==> src/hdl/lpps_pkg.sv <==
// lpps_pkg: shared constants, control word types and microcode ROM for the
// LCD pixel plot serial block. No dependencies.
`default_nettype none
package lpps_pkg;

	// Geometry of the shadow store
	localparam int HALF_ROWS    = 32;
	localparam int WORD_COLUMNS = 16;
	localparam int FOLD_OFFSET  = WORD_COLUMNS / 2;
	localparam int X_LIMIT      = FOLD_OFFSET * 16 - 1;
	localparam int Y_LIMIT      = 2 * HALF_ROWS - 1;
	localparam int DEPTH        = HALF_ROWS * WORD_COLUMNS;

	localparam int ROW_W = (HALF_ROWS > 1) ? $clog2(HALF_ROWS) : 1;
	localparam int COL_W = $clog2(WORD_COLUMNS);
	localparam int IDX_W = (DEPTH > 1) ? $clog2(DEPTH) : 1;

	// Configuration register indexes and reset values
	localparam logic [7:0] CFG_SYNC_CMD  = 8'd0;
	localparam logic [7:0] CFG_SYNC_DATA = 8'd1;
	localparam logic [7:0] CFG_GRAM_BASE = 8'd2;

	localparam logic [7:0] RST_SYNC_CMD  = 8'hF8;
	localparam logic [7:0] RST_SYNC_DATA = 8'hFA;
	localparam logic [7:0] RST_GRAM_BASE = 8'h80;

	// Microprogram
	localparam int STEP_W = 4;
	localparam logic [STEP_W-1:0] ST_IDLE   = 4'd0;
	localparam logic [STEP_W-1:0] ST_READ   = 4'd1;
	localparam logic [STEP_W-1:0] ST_MODIFY = 4'd2;
	localparam logic [STEP_W-1:0] ST_REJECT = 4'd15;

	typedef enum logic [1:0] {
		SRC_ROW = 2'd0,
		SRC_COL = 2'd1,
		SRC_HI  = 2'd2,
		SRC_LO  = 2'd3
	} src_sel_t;

	typedef enum logic [1:0] {
		PART_SYNC = 2'd0,
		PART_HIGH = 2'd1,
		PART_LOW  = 2'd2
	} part_sel_t;

	typedef struct packed {
		logic      wait_in;    // hold until a request is taken
		logic      mem_rd;     // read shadow word, latch address
		logic      mem_wr;     // write modified word back
		logic      emit;       // push one result, hold while output full
		logic      rej;        // result is the reject marker
		src_sel_t  src;
		part_sel_t part;
		logic      sync_data;  // data sync instead of command sync
		logic      last;
		logic      br_reject;  // jump to reject step when request was out of range
		logic      br_home;    // jump to idle after this step
	} ucode_t;

	typedef struct packed {
		logic in_acc;
		logic out_free;
		logic reject;
	} seq_stat_t;

	function automatic ucode_t emit_word(src_sel_t s, part_sel_t p, logic d, logic l);
		ucode_t u;
		u           = '0;
		u.emit      = 1'b1;
		u.src       = s;
		u.part      = p;
		u.sync_data = d;
		u.last      = l;
		u.br_home   = l;
		return u;
	endfunction

	function automatic ucode_t ucode_rom(logic [STEP_W-1:0] step);
		ucode_t u;
		u = '0;
		unique case (step)
			ST_IDLE: begin
				u.wait_in = 1'b1;
			end
			ST_READ: begin
				u.mem_rd    = 1'b1;
				u.br_reject = 1'b1;
			end
			ST_MODIFY: begin
				u.mem_wr = 1'b1;
			end
			4'd3:  u = emit_word(SRC_ROW, PART_SYNC, 1'b0, 1'b0);
			4'd4:  u = emit_word(SRC_ROW, PART_HIGH, 1'b0, 1'b0);
			4'd5:  u = emit_word(SRC_ROW, PART_LOW,  1'b0, 1'b0);
			4'd6:  u = emit_word(SRC_COL, PART_SYNC, 1'b0, 1'b0);
			4'd7:  u = emit_word(SRC_COL, PART_HIGH, 1'b0, 1'b0);
			4'd8:  u = emit_word(SRC_COL, PART_LOW,  1'b0, 1'b0);
			4'd9:  u = emit_word(SRC_HI,  PART_SYNC, 1'b1, 1'b0);
			4'd10: u = emit_word(SRC_HI,  PART_HIGH, 1'b1, 1'b0);
			4'd11: u = emit_word(SRC_HI,  PART_LOW,  1'b1, 1'b0);
			4'd12: u = emit_word(SRC_LO,  PART_SYNC, 1'b1, 1'b0);
			4'd13: u = emit_word(SRC_LO,  PART_HIGH, 1'b1, 1'b0);
			4'd14: u = emit_word(SRC_LO,  PART_LOW,  1'b1, 1'b1);
			ST_REJECT: begin
				u.emit    = 1'b1;
				u.rej     = 1'b1;
				u.last    = 1'b1;
				u.br_home = 1'b1;
			end
			default: u = '0;
		endcase
		return u;
	endfunction

endpackage
`default_nettype wire

==> src/hdl/lpps_useq.sv <==
// lpps_useq: step counter and microcode fetch with conditional jumps.
// Depends on lpps_pkg.
`default_nettype none
module lpps_useq
	import lpps_pkg::*;
(
	input  wire logic      clk,
	input  wire logic      arst_n,
	input  wire seq_stat_t stat,
	output ucode_t         ctrl
);

	logic [STEP_W-1:0] step_q;
	logic              hold;

	assign ctrl = ucode_rom(step_q);
	assign hold = (ctrl.wait_in && !stat.in_acc) || (ctrl.emit && !stat.out_free);

	always_ff @(posedge clk or negedge arst_n) begin
		if (!arst_n) begin
			step_q <= ST_IDLE;
		end else if (!hold) begin
			priority if (ctrl.br_reject && stat.reject) begin
				step_q <= ST_REJECT;
			end else if (ctrl.br_home) begin
				step_q <= ST_IDLE;
			end else begin
				step_q <= step_q + 1'b1;
			end
		end
	end

endmodule
`default_nettype wire

==> config.mk <==
export PLATFORM = sky130hd
export DESIGN_NAME = lpps_useq
export DESIGN_NICKNAME = d
export VERILOG_FILES = /design/src/hdl/lpps_pkg.sv /design/src/hdl/lpps_useq.sv
export SDC_FILE = /design/constraint.sdc
export NUM_CORES = 1
export LEC_CHECK = 0
export BUFFER_PORTS_ARGS = -buffer_cell sky130_fd_sc_hd__buf_2
export CAP_MARGIN = 5
export CORE_UTILIZATION = 40
export DETAILED_ROUTE_END_ITERATION = 6
export PLACE_DENSITY = 0.67
export SKIP_LAST_GASP = 1
export SLEW_MARGIN = 20
export SYNTH_ARGS = -nofsm -noshare
export SYNTH_HDL_FRONTEND = slang
export SYNTH_SLANG_ARGS = --single-unit
==> constraint.sdc <==
create_clock -name clk -period 3.6 [get_ports clk]
set_input_delay 0 -clock clk [delete_from_list [all_inputs] [get_ports clk]]
set_output_delay 0 -clock clk [all_outputs]
set_load 0.05 [all_outputs]
==> impl_metrics.tcl <==
set metrics [dict create \
    yosys.area_share.simple_pct 26.7 \
    syn_inst 67 \
    ys.warnings.count 0 \
    hold_slack_ns 0.0995 \
    via_per_inst 5.21 \
    core_area_sq_um 1170 \
    maxCapViolations 0 \
    synth_compound_area_share_pct 18.0 \
    top_register "step_q" \
    max_freq_mhz 473 \
    final_antenna_net_count 0 \
    synth-adder-area-share_pct 11.7 \
    synthTopCellsByArea "dfrtp_1, ha_1, buf_4" \
    reg_top3 "step_q (4)" \
    criticalPathCategory "reg2reg" \
    yosysTopAreaCellShare_pct 18.7 \
    cts.path.max_buffers 2 \
    hold_path.class "in2async" \
    slew_violations 0 \
    cts_root_buf "clkbuf_4" \
    largest_register_ffs 4 \
    grt-ovfl-total 0 \
    antenna_found_initial 0 \
    grt_max_degree 16 \
    hold_viol 0 \
    track_usage_pct 18.1 \
    placementRows 12 \
    synth_top_family_by_area "simple AND/OR/NAND/NOR gates" \
    dr_total_vias 500 \
    crit_slowest_cell "dfrtp_1" \
    worstSkewPairLatency_ns 0.24 \
    numCtsBuffers 3 \
    start_util_pct 45.6 \
    place.gp.congestion 0.743 \
    layout.nets 94 \
    synth.distinct_cells 30 \
    diodes 0 \
    fp.dieW_um 38.5 \
    arrival_ns 2.23 \
    portBuffers 17 \
    synthMuxAreaShare_pct 7.49 \
    max_stage_delay_ns 0.44 \
    slew_headroom_pct 65.9 \
    syn_to_final_growth_pct 16.6 \
    setup_violations 0 \
    dpl_cell_area_sq_um 591 \
    crit_fanout 8 \
    dieArea_sq_um 1490 \
    endpoint_kind "flop" \
    drtIter0Drc 5 \
    synth_area_sq_um 534 \
    required_ns 3.71 \
    wl_mm 1.18 \
    grt_pass1_wl_mm 1.88 \
    cts_resized 0 \
    setup_tns_ns 0 \
    start_kind "flop" \
    final.period_utilization_pct 58.8 \
    ctsHtreeMaxLevel 1 \
    status "complete, no violations" \
    rsz0062_at_grt "false" \
    post-route-drc-count 0 \
    synth_ff_type "dfrtp_1" \
    cts_sinks 4 \
    async_flop_share_pct 100 \
    syn_nets 77 \
    period_needed_ns 2.12 \
    clk_pin_slew_ns 0.04 \
    syn_avg_cell_area_sq_um 7.97 \
    dp.final_hpwl_um 872 \
    fin_area_sq_um 623 \
    synth_edf_count 0 \
    final.setup_skew_ns 0.00603 \
    grt_pass1_vias 414 \
    yosys.area_share.xor_xnor_pct 1.64 \
    dr.pass1.iters 3 \
    yosysSeqAreaShare_pct 18.7 \
    die_h_um 38.5 \
    post-cts-setup-buffers 0 \
    routedWlPerCell_um 12.3 \
    io_pins 18 \
    yosysTopAreaCell "dfrtp_1" \
    ys_ff_latch 4 \
    worst_pin_slew_ns 0.511 \
    reg2reg_slack_ns 1.48 \
    tritoncts "built" \
    final_layout_size_suffix_gt1_share_pct 34.1 \
    path_cells "inv_1 -> ha_1 -> nor4b_2 -> nor4_1 -> a221o_2 -> mux2_4" \
]
==> placed cells by master, fill, tap and decap left out, types with 2 or more instances in the layout <==
cell type | Yosys | layout
inv_2 | 2 | 2
inv_1 | 7 | 7
nand2_1 | 5 | 5
ha_1 | 5 | 5
clkbuf_4 | 0 | 3
mux2_4 | 2 | 2
nand3_1 | 3 | 3
o221ai_1 | 2 | 2
and2_1 | 2 | 2
buf_2 | 1 | 17
nor3_1 | 4 | 4
dfrtp_1 | 4 | 4
nor2_1 | 4 | 4
nor4_2 | 2 | 2
a21oi_1 | 2 | 2
o22ai_1 | 2 | 2
o21ai_0 | 3 | 3
==> metal layers <==
| metal | track usage [%] | vias to the layer above | routed length (um) |
|---|---|---|---|
| met3 | 6.98 | 0 | 62 |
| li1 | - | 260 | - |
| met4 | 0 | 0 | 0 |
| met2 | 25.8 | 14 | 490 |
| met5 | 0 | - | 0 |
| met1 | 27.0 | 226 | 631 |
==> cell usage after synthesis (all sizes together), types with 2 or more instances <==
cell,n
nor3,4
inv,9
nand3,3
ha,5
buf,6
nor2,4
and2,2
a21oi,2
mux2,2
nor4,3
o221ai,2
dfrtp,4
o21ai,3
nand2,5
o22ai,2
==> path summary, 6_finish.rpt <==
check / to / from / cells past startpoint
min: step_q[2]$_DFFE_PN0N_ / arst_n / 2
min reg2reg: step_q[1]$_DFFE_PN0N_ / step_q[1]$_DFFE_PN0N_ / 1
min in group clk: step_q[2]$_DFFE_PN0N_ / stat[1] / 4
max: step_q[1]$_DFFE_PN0N_ / step_q[0]$_DFFE_PN0N_ / 6
max in group asynchronous: step_q[1]$_DFFE_PN0N_ / arst_n / 2
max reg2reg: step_q[1]$_DFFE_PN0N_ / step_q[0]$_DFFE_PN0N_ / 6
==> logic make-up after synthesis <==
logic type	Yosys count
buf+inv	16
fa+ha+maj	5
xor+xnor	1
compound gates	14
flops	4
simple gates	24
mux	3
==> layout make-up <==
cell class	instances	area [sq um]
fill	114	548
inverter	10	37.5
timing repair buffer	18	95.1
tap	14	17.5
multi-input combinational	47	350
sequential	4	100
clock buffer	3	22.5
==> critical path, delay by kind of cell, from the launching register on <==
kind / cells / cell delay [ns]
and+or+nand+nor: 2 / 0.45
AOI/OAI and AO/OA: 1 / 0.37
muxes: 1 / 0.31
DFF: 1 / 0.44
adders and majority gates: 1 / 0.33
buffers and inverters: 1 / 0.10
==> through the flow <==
step                      worst slack [ns]  util [%]  instances
after floorplan                      0.974         -         67
after global placement                1.53      50.4         92
after detailed placement              1.49      50.4         92
after CTS                             1.49      53.2         96
after global routing                  1.32      53.2         96
final                                 1.48      53.2         96
==> timing repair <==
item / in CTS / in global routing
setup endpoints to repair: 0 / 0
hold buffers: 1 / 0
endpoints found under the hold margin: 4 / 0
Power is not shown: default switching activity piles up to over one toggle a cycle in this logic, so the estimate is an artifact.
